`config.mk`:
```
export PLATFORM = sky130hd
export DESIGN_NAME = shuffled_deck_dealer
export DESIGN_NICKNAME = d
export VERILOG_FILES = /design/src/design/sdd_pkg.sv /design/src/design/sdd_deck_ram.sv /design/src/design/shuffled_deck_dealer.sv
export SDC_FILE = /design/constraint.sdc
export NUM_CORES = 1
export LEC_CHECK = 0
export BUFFER_PORTS_ARGS = -buffer_cell sky130_fd_sc_hd__clkbuf_2
export CAP_MARGIN = 30
export CORE_UTILIZATION = 62
export CTS_CLUSTER_DIAMETER = 50
export DETAILED_ROUTE_END_ITERATION = 7
export HOLD_SLACK_MARGIN = 0.02
export PLACE_DENSITY = 0.79
export SYNTH_ARGS = -nofsm -noshare
export SYNTH_HDL_FRONTEND = slang
export SYNTH_SLANG_ARGS = --single-unit
```
`constraint.sdc`:
```
create_clock -name clk -period 4.2 [get_ports clk]
set_input_delay 0.42 -clock clk [delete_from_list [all_inputs] [get_ports clk]]
set_output_delay 0.42 -clock clk [all_outputs]
set_load 0.05 [all_outputs]
```
`src/design/sdd_pkg.sv`:
```
// Shared constants and functions, including the LFSR step, for the shuffled deck dealer.
`timescale 1ns / 1ps
package sdd_pkg;

  localparam int DECK_SIZE = 52;
  localparam int IDX_W     = $clog2(DECK_SIZE);
  localparam int CNT_W     = $clog2(DECK_SIZE + 1);
  localparam int CARD_W    = 6;
  localparam int MAG_W     = 8;
  localparam int RNG_W     = 32;
  localparam int STEP_W    = 3;
  // magnitude <= 128 and divisor >= 2, so the quotient fits in 7 bits
  localparam int MOD_STEPS = 7;
  localparam int DIV_W     = CNT_W + MOD_STEPS - 1;
  localparam logic [RNG_W-1:0] LFSR_TAPS = 32'h8020_0003;
  localparam logic [RNG_W-1:0] SEED_DEFAULT = 32'h0000_0001;

  function automatic logic [RNG_W-1:0] lfsr_step(input logic [RNG_W-1:0] s);
    logic [RNG_W-1:0] n;
    n = s >> 1;
    if (s[0]) begin
      n = n ^ LFSR_TAPS;
    end
    return n;
  endfunction

  // magnitude of the low byte read as two's complement; -128 gives 128
  function automatic logic [MAG_W-1:0] byte_mag(input logic [MAG_W-1:0] b);
    return b[MAG_W-1] ? (MAG_W'(0) - b) : b;
  endfunction

endpackage

```
`src/design/sdd_deck_ram.sv`:
```
// Deck memory: one write port, one read port with registered read data.
`timescale 1ns / 1ps
module sdd_deck_ram (
  input  logic                       clk,
  input  logic                       wr_en,
  input  logic [sdd_pkg::IDX_W-1:0]  wr_addr,
  input  logic [sdd_pkg::CARD_W-1:0] wr_data,
  input  logic                       rd_en,
  input  logic [sdd_pkg::IDX_W-1:0]  rd_addr,
  output logic [sdd_pkg::CARD_W-1:0] rd_data
);

  logic [sdd_pkg::CARD_W-1:0] mem [sdd_pkg::DECK_SIZE];

  always_ff @(posedge clk) begin
    if (wr_en) begin
      mem[wr_addr] <= wr_data;
    end
  end

  // read data holds until the next read
  always_ff @(posedge clk) begin
    if (rd_en) begin
      rd_data <= mem[rd_addr];
    end
  end

endmodule

```
`src/design/shuffled_deck_dealer.sv`:
```
// Shuffled deck dealer: deals one card per item, reshuffling when exhausted.
// A deal from a live deck goes from ST_IDLE through ST_RD to ST_OUT, which raises done.
// A reshuffle first fills DECK_SIZE entries, then does one swap per k from DECK_SIZE-1
// down to 1 (LFSR and read k, 7-step modulo, read n, write k, write n); start is taken only in ST_IDLE.
// The deck memory's single read port and the bit-serial modulo serialise each swap.
// Reset: deck exhausted, LFSR at 1; results are strobed and cannot be stalled.
`timescale 1ns / 1ps
module shuffled_deck_dealer (
  input  logic                       clk,
  input  logic                       rst,
  input  logic                       start,
  output logic                       busy,
  input  logic                       last_of_read,
  output logic                       done,
  output logic [sdd_pkg::CARD_W-1:0] card_value,
  output logic                       fresh_deck,
  output logic                       last_echo,
  input  logic                       cfg_valid,
  output logic                       cfg_ready,
  input  logic [sdd_pkg::RNG_W-1:0]  cfg_data
);

  typedef enum logic [8:0] {
    ST_IDLE = 9'b000000001,
    ST_FILL = 9'b000000010,
    ST_RAND = 9'b000000100,
    ST_MOD  = 9'b000001000,
    ST_RDN  = 9'b000010000,
    ST_WRK  = 9'b000100000,
    ST_WRN  = 9'b001000000,
    ST_RD   = 9'b010000000,
    ST_OUT  = 9'b100000000
  } state_t;

  state_t                       state;
  logic [sdd_pkg::CNT_W-1:0]    pos;
  logic [sdd_pkg::IDX_W-1:0]    fill_idx;
  logic [sdd_pkg::IDX_W-1:0]    k;
  logic [sdd_pkg::MAG_W-1:0]    rem;
  logic [sdd_pkg::STEP_W-1:0]   step;
  logic [sdd_pkg::RNG_W-1:0]    rng;
  logic [sdd_pkg::RNG_W-1:0]    rng_next;
  logic [sdd_pkg::CARD_W-1:0]   tk;
  logic                         fresh;
  logic                         last_r;

  logic                         wr_en;
  logic [sdd_pkg::IDX_W-1:0]    wr_addr;
  logic [sdd_pkg::CARD_W-1:0]   wr_data;
  logic                         rd_en;
  logic [sdd_pkg::IDX_W-1:0]    rd_addr;
  logic [sdd_pkg::CARD_W-1:0]   rd_data;

  logic [sdd_pkg::CNT_W-1:0]    divisor;
  logic [sdd_pkg::DIV_W-1:0]    div_sh;
  logic                         div_ge;

  assign busy      = (state != ST_IDLE);
  assign cfg_ready = (state == ST_IDLE);
  assign done      = (state == ST_OUT);
  assign card_value = rd_data;
  assign fresh_deck = fresh;
  assign last_echo  = last_r;

  assign rng_next = sdd_pkg::lfsr_step(rng);
  assign divisor  = sdd_pkg::CNT_W'(k) + sdd_pkg::CNT_W'(1);
  assign div_sh   = sdd_pkg::DIV_W'(divisor) << step;
  assign div_ge   = (sdd_pkg::DIV_W'(rem) >= div_sh);

  always_comb begin
    wr_en   = 1'b0;
    wr_addr = fill_idx;
    wr_data = sdd_pkg::CARD_W'(fill_idx);
    rd_en   = 1'b0;
    rd_addr = k;
    case (state)
      ST_FILL: begin
        wr_en = 1'b1;
      end
      ST_RAND: begin
        rd_en = 1'b1;
      end
      ST_RDN: begin
        rd_en   = 1'b1;
        rd_addr = rem[sdd_pkg::IDX_W-1:0];
      end
      ST_WRK: begin
        wr_en   = 1'b1;
        wr_addr = k;
        wr_data = rd_data;
      end
      ST_WRN: begin
        wr_en   = 1'b1;
        wr_addr = rem[sdd_pkg::IDX_W-1:0];
        wr_data = tk;
      end
      ST_RD: begin
        rd_en   = 1'b1;
        rd_addr = pos[sdd_pkg::IDX_W-1:0];
      end
      default: begin
      end
    endcase
  end

  always_ff @(posedge clk) begin
    if (rst) begin
      state <= ST_IDLE;
      pos   <= sdd_pkg::CNT_W'(sdd_pkg::DECK_SIZE);
      rng   <= sdd_pkg::SEED_DEFAULT;
      fresh <= 1'b0;
    end else begin
      case (state)
        ST_IDLE: begin
          if (cfg_valid) begin
            rng <= (cfg_data == '0) ? sdd_pkg::SEED_DEFAULT : cfg_data;
          end
          if (start) begin
            last_r <= last_of_read;
            if (pos >= sdd_pkg::CNT_W'(sdd_pkg::DECK_SIZE)) begin
              fresh    <= 1'b1;
              fill_idx <= '0;
              state    <= ST_FILL;
            end else begin
              fresh <= 1'b0;
              state <= ST_RD;
            end
          end
        end
        ST_FILL: begin
          if (fill_idx == sdd_pkg::IDX_W'(sdd_pkg::DECK_SIZE - 1)) begin
            k     <= sdd_pkg::IDX_W'(sdd_pkg::DECK_SIZE - 1);
            state <= ST_RAND;
          end else begin
            fill_idx <= fill_idx + sdd_pkg::IDX_W'(1);
          end
        end
        ST_RAND: begin
          rng   <= rng_next;
          rem   <= sdd_pkg::byte_mag(rng_next[sdd_pkg::MAG_W-1:0]);
          step  <= sdd_pkg::STEP_W'(sdd_pkg::MOD_STEPS - 1);
          state <= ST_MOD;
        end
        ST_MOD: begin
          // restoring reduction, one quotient bit per cycle
          if (div_ge) begin
            rem <= rem - div_sh[sdd_pkg::MAG_W-1:0];
          end
          if (step == '0) begin
            state <= ST_RDN;
          end else begin
            step <= step - sdd_pkg::STEP_W'(1);
          end
        end
        ST_RDN: begin
          tk    <= rd_data;
          state <= ST_WRK;
        end
        ST_WRK: begin
          state <= ST_WRN;
        end
        ST_WRN: begin
          if (k == sdd_pkg::IDX_W'(1)) begin
            pos   <= '0;
            state <= ST_RD;
          end else begin
            k     <= k - sdd_pkg::IDX_W'(1);
            state <= ST_RAND;
          end
        end
        ST_RD: begin
          pos   <= pos + sdd_pkg::CNT_W'(1);
          state <= ST_OUT;
        end
        ST_OUT: begin
          state <= ST_IDLE;
        end
        default: begin
          state <= ST_IDLE;
        end
      endcase
    end
  end

  sdd_deck_ram u_ram (
    .clk     (clk),
    .wr_en   (wr_en),
    .wr_addr (wr_addr),
    .wr_data (wr_data),
    .rd_en   (rd_en),
    .rd_addr (rd_addr),
    .rd_data (rd_data)
  );

  a_rng_nonzero: assert property (@(posedge clk) disable iff (rst) rng != '0)
    else $error("LFSR state locked at zero");

  a_card_range: assert property (@(posedge clk) disable iff (rst)
    done |-> (card_value < sdd_pkg::CARD_W'(sdd_pkg::DECK_SIZE)))
    else $error("dealt card out of range");

  a_mod_range: assert property (@(posedge clk) disable iff (rst)
    (state == ST_RDN) |-> (sdd_pkg::CNT_W'(rem) < divisor))
    else $error("swap index not below k+1");

  a_pos_range: assert property (@(posedge clk) disable iff (rst)
    done |-> (pos <= sdd_pkg::CNT_W'(sdd_pkg::DECK_SIZE)) && (pos != '0))
    else $error("deal position out of range");

  a_accept_busy: assert property (@(posedge clk) disable iff (rst)
    (start && !busy) |=> busy)
    else $error("accepted item did not make the block busy");

endmodule
```
==> out/metrics.csv, run 1 <==
metric;value;unit
cts-buffers-inserted;41;
skew;0.0299;ns
die_area;28900;µm²
io_pins;48;
io_buffers;47;
required;4.36;ns
final_nets;1547;
rsz0062_at_grt;no;
drt_first_iter_violations;1220;
holdPathEnd;last_echo;
hold_path_class;input port to register;
synth_fp_nets;1509;
layout_common_cells;348 x edfxtp_1, 272 x nand2_1, 151 x nor2_1;
crit_start;state[0];
slew_violations;0;
setup_tns;0;ns
htreeDepth;2;
die_w;170;µm
worstHoldPathCells;1;
min_period_over_period;0.910;
synth.distinct_cells;65;
arrival;3.98;ns
leakage;6.84;nW
globalplace.congestion;0.932;
synth_edf_count;348;
yosys_warnings;0;
synthArstFlopShare;0;
clk_pin_slew;0.06;ns
ys_ff_latch;396;
num_vias;12100;
yosysSeqAreaShare;0.652;
die_height;170;µm
diodes;0;
routed_wl;40800;µm
syn_area;17500;µm²
cp-end-kind;register;
rr_startpoint;state[0];
place_ws;0.343;ns
synthToLayoutAreaGrowth;12.0;%
reg2reg_slack;0.38;ns
fmax;0.262;GHz
grt_max_degree;73;
core_area;27800;µm²
outcome;completed;
synthFlopType;edfxtp_1;
powerDensity;451;nW/µm²
wl_per_cell;21.5;µm
final.min_clock_period;3.82;ns
yosysTopAreaCell;edfxtp_1;
grt-ovfl-total;0;
crit_type;register to register;
post-cts-setup-buffers;0;
clockBufferDepth;3;
vias_per_cell;6.36;
power;8.84;mW
clk_latency;0.55;ns
place_hpwl;26600;µm
setup_viol_count_final;0;
grt_pass1_vias;11600;
rows;61;
hp-start;last_of_read;
worstSetupStartpointType;register;
timing.rr.end;u_ram.mem[37][1];
antenna_found_initial;1;
cts-root-buf;clkbuf_16;
drv_cap;0;
cts_tree;done;
final_hold_viol_count;0;
rr_worst_depth;7;
ant_nets;0;
synthTopCellsByArea;edfxtp_1 60%, nand2_1 5.9%, dfxtp_1 5.5%;
synthesis.instances;1454;
numClockSinks;396;
grt_pass1_wl;63100;µm
drive_gt1_frac;0.108;
maxSlewHeadroom;0.346;
peakVddDrop;0.331;mV
start_util;0.630;
synth_top_area_share;0.597;
cp_max_fo;7;
tightestPinTransition;0.981;ns
track_usage;0.288;
firstDrtPassIters;5;
final_common_cell;edfxtp_1;
remaining_drc_errors;0;
synth_area_per_cell;12.0;µm²
layout_setup_ws;0.380;ns
## worst max-delay path by stage
stage	to	slack, ns	depth (start not counted)
5_1_grt	rem[1]	0.18	15
3_5_place_dp	rem[4]	0.34	17
4_1_cts	rem[1]	0.31	17
2_1_floorplan	rem[0]	0.73	15
6_report	u_ram.mem[37][1]	0.38	7
3_3_place_gp	rem[1]	0.50	17
## area by class of cell
cell class              count  area [µm²]
repair buffers             78         578
inverters                  15        56.3
well taps                 378         473
multi-input cells         960        5700
flip-flops and latches    396       11400
fillers                  1906        8180
clock inverters            25         255
clock buffers              51        1130
## per-layer routing
layer,vias up,track usage,wire length [µm]
li1,5504,-,-
met1,5857,0.379,16000
met2,604,0.470,19700
met3,142,0.0493,3270
met4,2,0.135,1770
met5,-,0,20
## Yosys cell counts, drive strengths merged, types with 4 or more instances
cell type	instances
xnor2	16
inv	14
and2	14
nand4b	4
and4	9
a21oi	63
edfxtp	348
a22oi	14
a311oi	12
and3	10
nor3b	5
nor4	14
nand2b	6
mux2i	83
nor2	155
nor3	31
nand4	5
xor2	12
a32oi	8
a21o	10
dfxtp	48
o21ai	27
nand3	44
a221o	10
nor2b	6
nand3b	6
a32o	18
o211ai	8
buf	36
nand2	273
or3	4
a31oi	15
ha	17
a221oi	22
o221ai	12
clkbuf	47
## logic make-up (layout without fill, tap and decap cells)
group	after synthesis	count (layout)	share of synthesized area
AND/OR/NAND/NOR	592	592	0.151
XOR/XNOR	28	28	0.0140
multiplexers	84	84	0.0481
buffers and inverters	98	169	0.0242
adder cells (fa/ha/maj)	18	18	0.0133
AO/OA/AOI/OAI	238	238	0.0978
flip-flops	396	396	0.652
## power by group
group	switching [mW]	total [mW]	internal, mW
registers	0.0487	4.45	4.40
clock network	1.51	3.68	2.17
logic	0.484	0.712	0.227
total	2.04	8.84	6.80
## worst max-delay path, stage by stage, from the launching register on
cell and delay (ns):
dfxtp_1 0.35, or4_1 0.72, nor4_4 0.29, nor2_1 0.18, and2_1 0.22, a221oi_1 0.41
nand3_1 0.59, nor2_1 0.67
## sequential cells by signal, summed over array words and instances (netlist names)
signal	count
u_ram.mem	312
rng	32
state	9
rem	8
fill_idx	6
k	6
pos	6
tk	6
u_ram.rd_data	6
step	3
fresh_deck	1
last_echo	1
## metrics by stage
step	instance area (µm²)	hold WS (ns)	util	std cells
CTS	19600	0.0485	0.705	1902
global placement	18100	0.453	0.652	1821
detailed placement	18200	0.456	0.656	1826
global route	19600	0.0538	0.706	1903
floorplan	17500	0.455	-	1454
finish	19600	0.0587	0.706	1903
## what timing repair did
action | in CTS | in global routing
endpoints found under the setup margin | 0 | 8
resized for setup | 0 | 1
endpoints found under the hold margin | 0 | 0
hold buffers | 0 | 0
(Power assumes the default switching activity.)
==> inputs of run 2 (changes only) <==
--- a/config.mk
+++ b/config.mk
@@ -7,11 +7,11 @@
 export LEC_CHECK = 0
 export BUFFER_PORTS_ARGS = -buffer_cell sky130_fd_sc_hd__clkbuf_2
 export CAP_MARGIN = 30
-export CORE_UTILIZATION = 62
+export CORE_UTILIZATION = 53
 export CTS_CLUSTER_DIAMETER = 50
 export DETAILED_ROUTE_END_ITERATION = 7
 export HOLD_SLACK_MARGIN = 0.02
-export PLACE_DENSITY = 0.79
+export PLACE_DENSITY = 0.69
 export SYNTH_ARGS = -nofsm -noshare
 export SYNTH_HDL_FRONTEND = slang
 export SYNTH_SLANG_ARGS = --single-unit
==> out/metrics.csv, run 2 (synthesized netlist as in run 1, its figures left out) <==
metric;value;unit;change
largest_reg_flops;312;;unchanged
io_buffers;47;;unchanged
diodes;0;;unchanged
io_pins;48;;unchanged
setup_tns;0;ns;unchanged
grt_max_degree;59;;-19%
fmax;0.256;GHz;-2.3%
post-cts-setup-buffers;0;;unchanged
track_usage;0.254;;-0.0346
nFillCells;2616;;+37%
layout_common_cells;348 x edfxtp_1, 272 x nand2_1, 151 x nor2_1;;
antenna_found_initial;1;;unchanged
clk_pin_slew;0.06;ns;about the same
drv_cap;0;;unchanged
layout_setup_ws;0.288;ns;-0.0916 ns
arrival;4.23;ns;+0.25 ns
core_area;32500;µm²;+17%
fin_util;0.606;;-0.0991
vias_per_cell;5.98;;-6.0%
leakage;6.85;nW;+0.13%
firstDrtPassIters;5;;unchanged
start_util;0.538;;-0.0921
numClockSinks;396;;unchanged
die_area;33800;µm²;+17%
worstSetupStartpointType;register;;
drive_gt1_frac;0.107;;-0.00122
global_route.usage.met3;0.0509;;+0.00161
timing.hold.ws;0.0500;ns;-0.00869 ns
place_hpwl;27500;µm;+3.4%
busiest_layer;met2;;
use_met1;0.358;;-0.0208
clockBufferDepth;3;;unchanged
tightestPinTransition;1.01;ns;+0.0259 ns
die_w;184;µm;+8.1%
final_common_cell;edfxtp_1;;
hold_buffers;0;;unchanged
drt_first_iter_violations;1420;;+16%
setup_viol_count_final;0;;unchanged
maxSlewHeadroom;0.328;;-0.0173
grt-ovfl-total;0;;unchanged
reg.largest.list;u_ram.mem (312), rng (32), state (9);;
final_hold_viol_count;0;;unchanged
final_nets;1552;;+0.32%
htreeDepth;2;;unchanged
skew;0.0250;ns;-0.00493 ns
rows;66;;+8.2%
hold_path_class;input port to register;;
cp-end-kind;register;;
grt_pass1_vias;11200;;-3.2%
crit_type;register to register;;
required;4.51;ns;+0.15 ns
regMostFlops;u_ram.mem;;
clk_latency;0.56;ns;about the same
final.min_clock_period;3.91;ns;+0.0916 ns
cp_max_fo;10;;+3
die_height;184;µm;+8.1%
outcome;completed;;
met2_usage;0.392;;-0.0780
cts_tree;done;;
cts-root-buf;clkbuf_16;;
num_vias;11800;;-2.4%
rsz0062_at_grt;no;;
ant_nets;0;;unchanged
synthToLayoutAreaGrowth;12.7;%;
wl_per_cell;21.3;µm;-0.54%
min_period_over_period;0.931;;+0.0218
slew_violations;0;;unchanged
place_ws;0.258;ns;-0.0842 ns
peakVddDrop;0.352;mV;+6.1%
grt_pass1_wl;64800;µm;+2.7%
routed_wl;42200;µm;+3.2%
remaining_drc_errors;0;;unchanged
cts-buffers-inserted;44;;+7.3%
powerDensity;455;nW/µm²;+0.90%
power;8.97;mW;+1.6%
ctsResizeCount;0;;unchanged
globalplace.congestion;0.923;;-1.0%
-- run 2: changes by cell type in the layout (fill, tap and decap cells not counted), sizes merged --
| cell | delta |
|---|---|
| clkbuf | +3 |
| buf | +1 |
| clkinvlp | +3 |
| clkinv | +1 |
-- run 2: final cells by class --
| type | instances | area (µm²) | area share |
|---|---|---|---|
| Tap cell | 442 | 553 | 0.0280 |
| Timing Repair Buffer | 80 | 553 | 0.0280 |
| Clock buffer | 53 | 1160 | 0.0586 |
| Multi-Input combinational cell | 960 | 5700 | 0.289 |
| Clock inverter | 29 | 303 | 0.0153 |
| Inverter | 15 | 56.3 | 0.00285 |
| Sequential cell | 396 | 11400 | 0.578 |
-- run 2: worst paths after layout --
path,from,endpoint,slack [ns],depth (start not counted)
min,last_of_read,last_echo,0.05,1
max,state[0],u_ram.rd_data[4],0.29,9
max reg2reg,state[0],u_ram.rd_data[4],0.29,9
min reg2reg,fresh_deck,fresh_deck,0.46,2
-- run 2: through the flow --
| step | cells | area (µm²) |
|---|---|---|
| floorplan | 1454 | 17500 |
| global placement | 1889 | 18200 |
| detailed placement | 1891 | 18300 |
| CTS | 1973 | 19700 |
| global route | 1975 | 19700 |
| finish | 1975 | 19700 |
-- run 2: worst max-delay path: stages, from the launching register on --
cell and delay, ns:
dfxtp_1 0.34, nor4_2 0.49, nand2_1 0.31, a21oi_1 0.26, and3_1 0.48, nand2_1 0.23, nor3_1 0.77, a22oi_1 0.28
and4_1 0.29, a32o_1 0.21
-- run 2: report_power, final --
group / switching [mW] / internal [mW] / leakage, nW
Sequential: 0.0495 / 4.40 / 3.54
Combinational: 0.482 / 0.217 / 2.62
Clock: 1.58 / 2.24 / 0.693
Total: 2.12 / 6.86 / 6.85
-- run 2: layer usage --
| metal | vias to the layer above | share of wire |
|---|---|---|
| li1 | 5506 | - |
| met1 | 5745 | 0.43 |
| met2 | 482 | 0.46 |
| met3 | 82 | 0.079 |
| met4 | 0 | 0.032 |
| met5 | - | 0 |
